File: config.mk
export PLATFORM = sky130hd
export DESIGN_NAME = stable_sort_by_layer_top
export DESIGN_NICKNAME = d
export VERILOG_FILES = /design/src/design/sbl_pkg.sv /design/src/design/sbl_front.sv /design/src/design/sbl_queue.sv /design/src/design/sbl_back.sv /design/src/design/stable_sort_by_layer_top.sv
export SDC_FILE = /design/constraint.sdc
export NUM_CORES = 2
export LEC_CHECK = 0
export ABC_AREA = 1
export BUFFER_PORTS_ARGS = -buffer_cell sky130_fd_sc_hd__buf_4
export CORE_UTILIZATION = 50
export CTS_CLUSTER_DIAMETER = 30
export DETAILED_ROUTE_END_ITERATION = 16
export PLACE_DENSITY = 0.73
export SLEW_MARGIN = 25
export SYNTH_ARGS = -nofsm -noshare
export SYNTH_HDL_FRONTEND = slang
export SYNTH_SLANG_ARGS = --single-unit
File: constraint.sdc
create_clock -name clk -period 7.89 [get_ports clk]
set_clock_uncertainty 0.1 [all_clocks]
set_input_delay 1.1835 -clock clk [delete_from_list [all_inputs] [get_ports clk]]
set_output_delay 1.1835 -clock clk [all_outputs]
set_load 0.1 [all_outputs]
File: src/design/sbl_pkg.sv
// Package for the stable layer sorter: sizes, request type and codes.
// Used by every module of the block; depends on nothing.

package sbl_pkg;

    localparam int MAX_ITEMS   = 64;
    localparam int HANDLE_BITS = 16;
    localparam int LAYER_BITS  = 8;
    localparam int FILL_W      = $clog2(MAX_ITEMS + 1);

    localparam int QUEUE_DEPTH = 4;
    localparam int QPTR_W      = $clog2(QUEUE_DEPTH);
    localparam int QCNT_W      = QPTR_W + 1;

    // request kinds
    localparam logic KIND_INSERT = 1'b0;
    localparam logic KIND_CLOSE  = 1'b1;

    typedef struct packed {
        logic [LAYER_BITS-1:0]  layer;
        logic [HANDLE_BITS-1:0] handle;
        logic                   kind;
    } req_t;

    typedef struct packed {
        logic valid;
        logic full;
    } q_status_t;

endpackage

File: src/design/sbl_front.sv
// Front stage: takes requests on the command port and classifies them.
// Depends on sbl_pkg; feeds sbl_queue.

module sbl_front
    import sbl_pkg::*;
(
    input  logic                   clk,
    input  logic                   rst_n,
    input  logic                   start,
    output logic                   busy,
    input  logic [LAYER_BITS-1:0]  item_layer,
    input  logic [HANDLE_BITS-1:0] item_handle,
    input  logic                   last_item,
    input  q_status_t              q_status,
    output logic                   push,
    output req_t                   push_req
);

    logic front_valid_reg;
    logic front_valid_next;
    req_t front_req_reg;
    logic accept;

    assign busy     = front_valid_reg && q_status.full;
    assign accept   = start && !busy;
    assign push     = front_valid_reg && !q_status.full;
    assign push_req = front_req_reg;

    always_comb
    begin
        front_valid_next = front_valid_reg;
        if (accept)
        begin
            front_valid_next = 1'b1;
        end
        else if (push)
        begin
            front_valid_next = 1'b0;
        end
    end

    always_ff @(posedge clk or negedge rst_n)
    begin
        if (!rst_n)
        begin
            front_valid_reg <= 1'b0;
        end
        else
        begin
            front_valid_reg <= front_valid_next;
        end
    end

    always_ff @(posedge clk)
    begin
        if (accept)
        begin
            front_req_reg.layer  <= item_layer;
            front_req_reg.handle <= item_handle;
            front_req_reg.kind   <= last_item ? KIND_CLOSE : KIND_INSERT;
        end
    end

endmodule

File: src/design/sbl_queue.sv
// Short request queue between front and back stages.
// Depends on sbl_pkg.

module sbl_queue
    import sbl_pkg::*;
(
    input  logic      clk,
    input  logic      rst_n,
    input  logic      push,
    input  req_t      push_req,
    input  logic      pop,
    output req_t      pop_req,
    output q_status_t q_status
);

    req_t              entries_reg [QUEUE_DEPTH];
    logic [QPTR_W-1:0] wr_ptr_reg;
    logic [QPTR_W-1:0] wr_ptr_next;
    logic [QPTR_W-1:0] rd_ptr_reg;
    logic [QPTR_W-1:0] rd_ptr_next;
    logic [QCNT_W-1:0] count_reg;
    logic [QCNT_W-1:0] count_next;
    logic              do_push;
    logic              do_pop;

    assign q_status.valid = (count_reg != '0);
    assign q_status.full  = (count_reg == QCNT_W'(QUEUE_DEPTH));
    assign do_push        = push && !q_status.full;
    assign do_pop         = pop && q_status.valid;
    assign pop_req        = entries_reg[rd_ptr_reg];

    always_comb
    begin
        wr_ptr_next = do_push ? wr_ptr_reg + 1'b1 : wr_ptr_reg;
        rd_ptr_next = do_pop ? rd_ptr_reg + 1'b1 : rd_ptr_reg;
        count_next  = count_reg;
        if (do_push && !do_pop)
        begin
            count_next = count_reg + 1'b1;
        end
        else if (do_pop && !do_push)
        begin
            count_next = count_reg - 1'b1;
        end
    end

    always_ff @(posedge clk or negedge rst_n)
    begin
        if (!rst_n)
        begin
            wr_ptr_reg <= '0;
            rd_ptr_reg <= '0;
            count_reg  <= '0;
        end
        else
        begin
            wr_ptr_reg <= wr_ptr_next;
            rd_ptr_reg <= rd_ptr_next;
            count_reg  <= count_next;
        end
    end

    always_ff @(posedge clk)
    begin
        if (do_push)
        begin
            entries_reg[wr_ptr_reg] <= push_req;
        end
    end

endmodule

File: src/design/sbl_back.sv
// Back stage: row of compare-and-shift cells holding the sorted run, and
// the emission sequencer. Depends on sbl_pkg; fed by sbl_queue.

module sbl_back
    import sbl_pkg::*;
(
    input  logic                   clk,
    input  logic                   rst_n,
    input  logic                   q_valid,
    input  req_t                   q_req,
    output logic                   pop,
    output logic                   out_valid,
    output logic [LAYER_BITS-1:0]  out_layer,
    output logic [HANDLE_BITS-1:0] out_handle,
    output logic                   out_last,
    output logic                   overflow
);

    localparam logic ST_RUN  = 1'b0;
    localparam logic ST_EMIT = 1'b1;

    logic                   state_reg;
    logic                   state_next;
    logic [FILL_W-1:0]      fill_reg;
    logic [FILL_W-1:0]      fill_next;
    logic                   dropped_reg;
    logic                   dropped_next;

    logic [LAYER_BITS-1:0]  keys_reg     [MAX_ITEMS];
    logic [LAYER_BITS-1:0]  keys_next    [MAX_ITEMS];
    logic [HANDLE_BITS-1:0] handles_reg  [MAX_ITEMS];
    logic [HANDLE_BITS-1:0] handles_next [MAX_ITEMS];
    logic [MAX_ITEMS-1:0]   gt;

    logic                   out_valid_reg;
    logic                   out_last_reg;
    logic                   overflow_reg;
    logic [LAYER_BITS-1:0]  out_layer_reg;
    logic [HANDLE_BITS-1:0] out_handle_reg;

    logic                   is_full;
    logic                   do_insert;
    logic                   emitting;

    assign pop       = (state_reg == ST_RUN) && q_valid;
    assign is_full   = (fill_reg == FILL_W'(MAX_ITEMS));
    assign do_insert = pop && !is_full;
    assign emitting  = (state_reg == ST_EMIT);

    // cells holding a key above the new one move up a place
    always_comb
    begin
        for (int i = 0; i < MAX_ITEMS; i++)
        begin
            gt[i] = (FILL_W'(i) < fill_reg) && (keys_reg[i] > q_req.layer);
        end
    end

    always_comb
    begin
        for (int i = 0; i < MAX_ITEMS; i++)
        begin
            keys_next[i]    = keys_reg[i];
            handles_next[i] = handles_reg[i];
            if (emitting)
            begin
                if (i < MAX_ITEMS - 1)
                begin
                    keys_next[i]    = keys_reg[(i < MAX_ITEMS - 1) ? i + 1 : i];
                    handles_next[i] = handles_reg[(i < MAX_ITEMS - 1) ? i + 1 : i];
                end
            end
            else if (do_insert)
            begin
                if (i > 0 && gt[(i > 0) ? i - 1 : 0])
                begin
                    keys_next[i]    = keys_reg[(i > 0) ? i - 1 : 0];
                    handles_next[i] = handles_reg[(i > 0) ? i - 1 : 0];
                end
                else if (gt[i] || FILL_W'(i) == fill_reg)
                begin
                    keys_next[i]    = q_req.layer;
                    handles_next[i] = q_req.handle;
                end
            end
        end
    end

    always_comb
    begin
        state_next   = state_reg;
        fill_next    = fill_reg;
        dropped_next = dropped_reg;
        case (state_reg)
            ST_RUN:
            begin
                if (pop)
                begin
                    if (is_full)
                    begin
                        dropped_next = 1'b1;
                    end
                    else
                    begin
                        fill_next = fill_reg + 1'b1;
                    end
                    if (q_req.kind == KIND_CLOSE)
                    begin
                        state_next = ST_EMIT;
                    end
                end
            end
            ST_EMIT:
            begin
                fill_next = fill_reg - 1'b1;
                if (fill_reg == FILL_W'(1))
                begin
                    state_next   = ST_RUN;
                    dropped_next = 1'b0;
                end
            end
            default:
            begin
                state_next = ST_RUN;
            end
        endcase
    end

    always_ff @(posedge clk or negedge rst_n)
    begin
        if (!rst_n)
        begin
            state_reg     <= ST_RUN;
            fill_reg      <= '0;
            dropped_reg   <= 1'b0;
            out_valid_reg <= 1'b0;
            out_last_reg  <= 1'b0;
            overflow_reg  <= 1'b0;
        end
        else
        begin
            state_reg     <= state_next;
            fill_reg      <= fill_next;
            dropped_reg   <= dropped_next;
            out_valid_reg <= emitting;
            out_last_reg  <= emitting && (fill_reg == FILL_W'(1));
            overflow_reg  <= emitting && dropped_reg;
        end
    end

    always_ff @(posedge clk)
    begin
        for (int i = 0; i < MAX_ITEMS; i++)
        begin
            keys_reg[i]    <= keys_next[i];
            handles_reg[i] <= handles_next[i];
        end
        if (emitting)
        begin
            out_layer_reg  <= keys_reg[0];
            out_handle_reg <= handles_reg[0];
        end
    end

    assign out_valid  = out_valid_reg;
    assign out_last   = out_last_reg;
    assign overflow   = overflow_reg;
    assign out_layer  = out_layer_reg;
    assign out_handle = out_handle_reg;

endmodule

File: src/design/stable_sort_by_layer_top.sv
// Top level of the stable layer sorter: front, request queue and sort cells.
// Depends on sbl_pkg, sbl_front, sbl_queue, sbl_back.
//
//   channel   handshake              payload
//   request   start / busy           item_layer, item_handle, last_item
//   result    out_valid (strobe)     out_layer, out_handle, out_last, overflow
//
// A request is taken when start is high and busy is low; the front register
// and a four-entry queue absorb requests while the back stage is emitting.
// The cell row inserts one queued record per cycle while not emitting. A closing
// record starts emission of one result per stored record on consecutive cycles,
// the first after the state and output registers. Results cannot be stalled.
// Reset empties the queue and the store; no clearing pass is needed.

module stable_sort_by_layer_top
    import sbl_pkg::*;
(
    input  logic                   clk,
    input  logic                   rst_n,
    input  logic                   start,
    output logic                   busy,
    input  logic [LAYER_BITS-1:0]  item_layer,
    input  logic [HANDLE_BITS-1:0] item_handle,
    input  logic                   last_item,
    output logic                   out_valid,
    output logic [LAYER_BITS-1:0]  out_layer,
    output logic [HANDLE_BITS-1:0] out_handle,
    output logic                   out_last,
    output logic                   overflow
);

    q_status_t q_status;
    logic      push;
    req_t      push_req;
    logic      pop;
    req_t      pop_req;

    sbl_front u_front (
        .clk         (clk),
        .rst_n       (rst_n),
        .start       (start),
        .busy        (busy),
        .item_layer  (item_layer),
        .item_handle (item_handle),
        .last_item   (last_item),
        .q_status    (q_status),
        .push        (push),
        .push_req    (push_req)
    );

    sbl_queue u_queue (
        .clk      (clk),
        .rst_n    (rst_n),
        .push     (push),
        .push_req (push_req),
        .pop      (pop),
        .pop_req  (pop_req),
        .q_status (q_status)
    );

    sbl_back u_back (
        .clk        (clk),
        .rst_n      (rst_n),
        .q_valid    (q_status.valid),
        .q_req      (pop_req),
        .pop        (pop),
        .out_valid  (out_valid),
        .out_layer  (out_layer),
        .out_handle (out_handle),
        .out_last   (out_last),
        .overflow   (overflow)
    );

endmodule

Yosys cells after proc, flatten, opt, wreduce, memory -nomap -nowiden
Memory sizes are Yosys's and may differ from the RTL's.
Index checks and enable logic that the tools add are counted.
Widths: inputs -> output; s select.
{ "classes": {"magnitude_cmp": 128, "n_bitwise": 1, "reduce_logical": 150, "add_sub_neg": 6, "eq_ne": 70, "muxes": 528} }
{ "ops": {"columns": ["operator", "n"], "rows": [
  ["$mux 16", 255],
  ["$mux 8", 255],
  ["$gt 8x8->1", 64],
  ["$eq 6x7->1 const A", 32],
  ["$lt 6x7->1 const A", 32],
  ["$eq 5x7->1 const A", 16],
  ["$lt 5x7->1 const A", 16],
  ["$logic_and 1x1->1", 75],
  ["$logic_or 1x1->1", 64],
  ["$eq 4x7->1 const A", 8],
  ["$lt 4x7->1 const A", 8],
  ["$eq 3x7->1 const A", 4],
  ["$lt 3x7->1 const A", 4],
  ["$eq 2x7->1 const A", 2],
  ["$lt 1x7->1 const A", 2],
  ["$lt 2x7->1 const A", 2],
  ["$mux 7", 2],
  ["$pmux 7 s2", 1],
  ["$mux 1", 11],
  ["$add 7x1->7 const B", 1],
  ["$eq 1x7->1 const A", 1],
  ["$eq 7x1->1 const B", 1],
  ["$eq 7x7->1 const B", 1],
  ["$logic_not 7->1", 1],
  ["other kinds (15)", 25]
]} }
{ "word_totals": {"ram_bits": 1636, "word_cells": 901, "reg_bits": 69, "input_bits": 28, "n_memories": 3, "output_inout_bits": 28} }
{ "mem_list": {"columns": ["name", "depth", "word_bits", "read_ports", "rd_ports_with_merged_regs", "wr", "line", "text"], "rows": [
  ["u_back.handles_reg", 64, 16, 64, 0, 64, "sbl_back.sv:31", "logic [HANDLE_BITS-1:0] handles_reg [MAX_ITEMS];"],
  ["u_back.keys_reg", 64, 8, 64, 0, 64, "sbl_back.sv:29", "logic [LAYER_BITS-1:0] keys_reg [MAX_ITEMS];"],
  ["u_queue.entries_reg", 4, 25, 1, 0, 1, "sbl_queue.sv:16", "req_t entries_reg [QUEUE_DEPTH];"]
]} }

Logic depth before layout (Yosys ltp)
{ "logic_depth": {"ltp_word": 8, "mapped_depth": 20, "depth_no_buf": 17} }

Modules after synthesis
From an unflattened synthesis, not the netlist that was laid out.
{ "unflattened": {"cells_unflattened": 14430, "area_unflattened_um2": 108636.7} }
{ "by_module_without_submodules": {"columns": ["module", "area_per_inst_um2", "cells_per_inst", "instances", "seq_area_each_um2"], "rows": [
  ["sbl_back", 103370.4, 14045, 1, 47145.2],
  ["sbl_queue", 4463.0, 352, 1, 3178.0],
  ["sbl_front", 803.3, 33, 1, 775.7]
]} }

Least setup slack after synthesis
No wires, ideal clock.
{ "synth_timing": {"kind": "flip-flop to flip-flop", "startpoint": "register, netlist name u_queue.rd_ptr_reg[0]", "endpoint": "memory u_back.handles_reg[0][0], enable pin", "path_buffers": 4, "required_time_ns": 7.377, "stages_incl_launch_ff": 14, "arrival_time_ns": 5.132, "setup_ns": 0.413, "slack_ns": 2.245, "synth_period_minus_slack_ns": 5.645, "cell_sequence": "dfrtp_1 -> clkbuf_1 -> inv_1 -> buf_2 -> o21ai_0 -> o22a_1 -> clkbuf_1 -> ha_1 -> nand2_1 -> nor2_1 -> a21oi_4 -> nand2_2 -> buf_2 -> a21oi_1"} }
{ "synth_rtl": {"columns": ["element", "line"], "rows": [
  ["end, declared", "sbl_back.sv:31"]
]} }

==> metrics.yaml <==
status:
  status: "completed"
finish:
  layout-drive-gt1-share_pct: 7.213
  ff_latch_area_mm2: 0.05110
  fin_cells: 17260
  area_delta_synth_final_pct: 14.98
  largest_reg_flops: 1024
  utilization_pct: 58.09
  n_fill_cell: 18780
  multi_input_area_mm2: 0.04709
  nets: 14630
die:
  die_area_mm2: 0.2196
  ios: 56
  die_x_um: 468.6
  die_h_um: 468.6
  num_rows: 170
  initial_core_util_pct: 50.52
  core_area_mm2: 0.2155
clock_network:
  cts_tree: "done"
  clk_pin_slew_ps: 50
  root_buffer: "clkbuf_16"
  cts_buffers: 421
  cts_hold_buf: 1
  max-clock-path-buffers: 4
  clk_latency_ps: 1020
  postCtsSetupBuffers: 0
  cts_sinks: 1705
  cts_resized: 0
  htree_levels: 5
worst_setup_path:
  cp.arrival_ps: 7440
  critPathCaptureType: "register"
  slowest_stage: "clkinv_1"
  worst_path_largest_cell_delay_ps: 900
  cp-start-kind: "register"
  worst-setup-path-type: "reg -> reg"
  cp_cell_sequence: "buf_4, clkinv_1, buf_4, o21ai_0, o22a_4, buf_12, ha_1, nand2_1, nor2_1, a21oi_2, nand2_1, nand3_1, nand2_1, inv_1"
  worstPathRequired_ps: 8340
  crit_path_max_fanout: 52
  cpMostUsedCell: "nand2_1"
timing:
  whs_ps: 241.1
  finalCritPeriodShare_pct: 88.56
  fin_tns_setup_ps: 0
  tightest_slew_ps: 1210
  timing.fmax_mhz: 143.1
  timing.slew.headroom_pct: 19.31
  hold_viol: 0
  rsz0062_at_grt: "no"
  setup_viol: 0
  final_max_slew_viol_count: 0
  period_minus_slack_ps: 6987
drt:
  wl_per_cell_um: 21.29
  ant_nets: 0
  first_iter_violations: 15410
  viasPerCell: 5.726
  via_count: 98840
  wl_um: 367500
  drt_pass1_iterations: 10
  remaining_drc_errors: 0
grt:
  grt_remaining_overflow: 0
  grt_max_degree: 259
  grt_pass1_vias: 91000
  antenna_found_initial: 8
  grtUsageTotal_pct: 32.71
  grt_pass1_wl_um: 549300
yosys:
  synth_edf_count: 1685
  synth_cell_type_count: 43
  yosysTopAreaCell: "edfxtp_1"
  netlist_instances: 14370
  ys_top_cells_by_count: "nand2_1 (5407), nand3_1 (3046), inv_1 (1821), edfxtp_1 (1685), clkbuf_1 (562)"
  synth_top_area_share_pct: 46.48
  ys.flop_type: "edfxtp_1"
  synth_fp_nets: 14920
  yosysWarnings: 0
  async_flop_share_pct: 1.173
  yosysMostFrequentCell: "nand2_1"
  ys_seq_area_share_pct: 46.94
  synth_area_per_cell_um2: 7.577
  synth-seq-cells: 1705
  synthTopCellsByArea: "edfxtp_1 (46%), nand2_1 (19%), nand3_1 (14%)"
  synth.cell_area_mm2: 0.1089
place:
  globalplace.congestion: 0.9976
  dpl.cell_count: 16490
  portBuffers: 55
  dp_hpwl_um: 242300
job:
  cap_violations: 0
min_path:
  hold_class: "in -> reg"
-- cell type report --
type                    count  area share (%)
inverters                1841           5.529
clock buffers             474           8.676
multi-input cells        9895           37.62
flip-flops and latches   1705           40.83
diodes                      4        0.007996
well taps                2838           2.837
clock inverters           287           2.918
repair buffers            217           1.587
-- worst max-delay path: cells and delay by family, from the launching register on --
kind,cells,cell delay [ps]
buf+inv,5,2800
fa+ha+maj,1,290
flops,1,340
simple gates,5,1240
compound gates,3,1650
-- placed cells by master, fill, tap and decap left out, types with 4 or more instances in the layout --
master and instances:
nand2_1 5405, nand3_1 3046, inv_1 1813, edfxtp_1 1685, ha_1 523, clkbuf_16 426
nor2_1 387, buf_4 190, a21oi_1 172, o21ai_0 97, bufinv_16 78, clkinv_2 70
a21o_1 62, clkinv_1 56, nand2_2 47, clkbuf_1 46, clkinvlp_4 46, nor2_2 33
o22a_4 23, clkinv_4 22, inv_6 22, buf_12 22, and2_1 21, dfrtp_1 19
inv_2 16, nor2_4 16, a31oi_1 10, xor2_1 7, o21ai_1 6, a21oi_2 5
nor3_1 5, diode_2 4, o21a_1 4, nand3b_1 4, buf_16 4
-- path summary, 6_finish.rpt --
path,from,endpoint,slack [ps],depth (start not counted)
worst min-delay path,item_handle[1],u_front.push_req[2]$_DFFE_PP_,240,1
worst max-delay path,u_queue.rd_ptr_reg[0]$_DFFE_PN0P_,u_back.handles_reg[4][8]$_DFFE_PP_,900,14
worst max register to register,u_queue.rd_ptr_reg[0]$_DFFE_PN0P_,u_back.handles_reg[4][8]$_DFFE_PP_,900,14
worst min register to register,u_back.handles_reg[0][5]$_DFFE_PP_,u_back.out_handle[5]$_DFFE_PP_,340,0
max in group asynchronous,rst_n,u_back.fill_reg[2]$_DFFE_PN0P_,6640,2
min in group asynchronous,rst_n,u_front.front_valid_reg$_DFFE_PN0P_,570,2
-- stage by stage --
step                area, µm²  setup slack (ps)
CTS                    125100              1396
detailed placement     110500              1541
finish                 125200             902.7
floorplan              108900              2245
global route           125200             360.6
global placement       110500              1723
-- per-layer routing --
layer	global-route usage [%]	up-vias	routed length [µm]
met5	0	-	66
met4	14.75	10	17320
met3	8.246	1013	48490
met2	47.32	6494	154000
met1	46.03	45280	147600
li1	-	46040	-
-- cell families after synthesis --
family | synth area share, %
AND/OR/NAND/NOR | 34.79
buffers and inverters | 10.02
flip-flops | 46.94
adder cells (fa/ha/maj) | 6.029
AO/OA/AOI/OAI | 2.137
XOR/XNOR | 0.07241
multiplexers | 0.01034
Power is left out: the tool's default activity adds up to more than one toggle a clock period on the data nets, which glitch-free logic cannot reach.
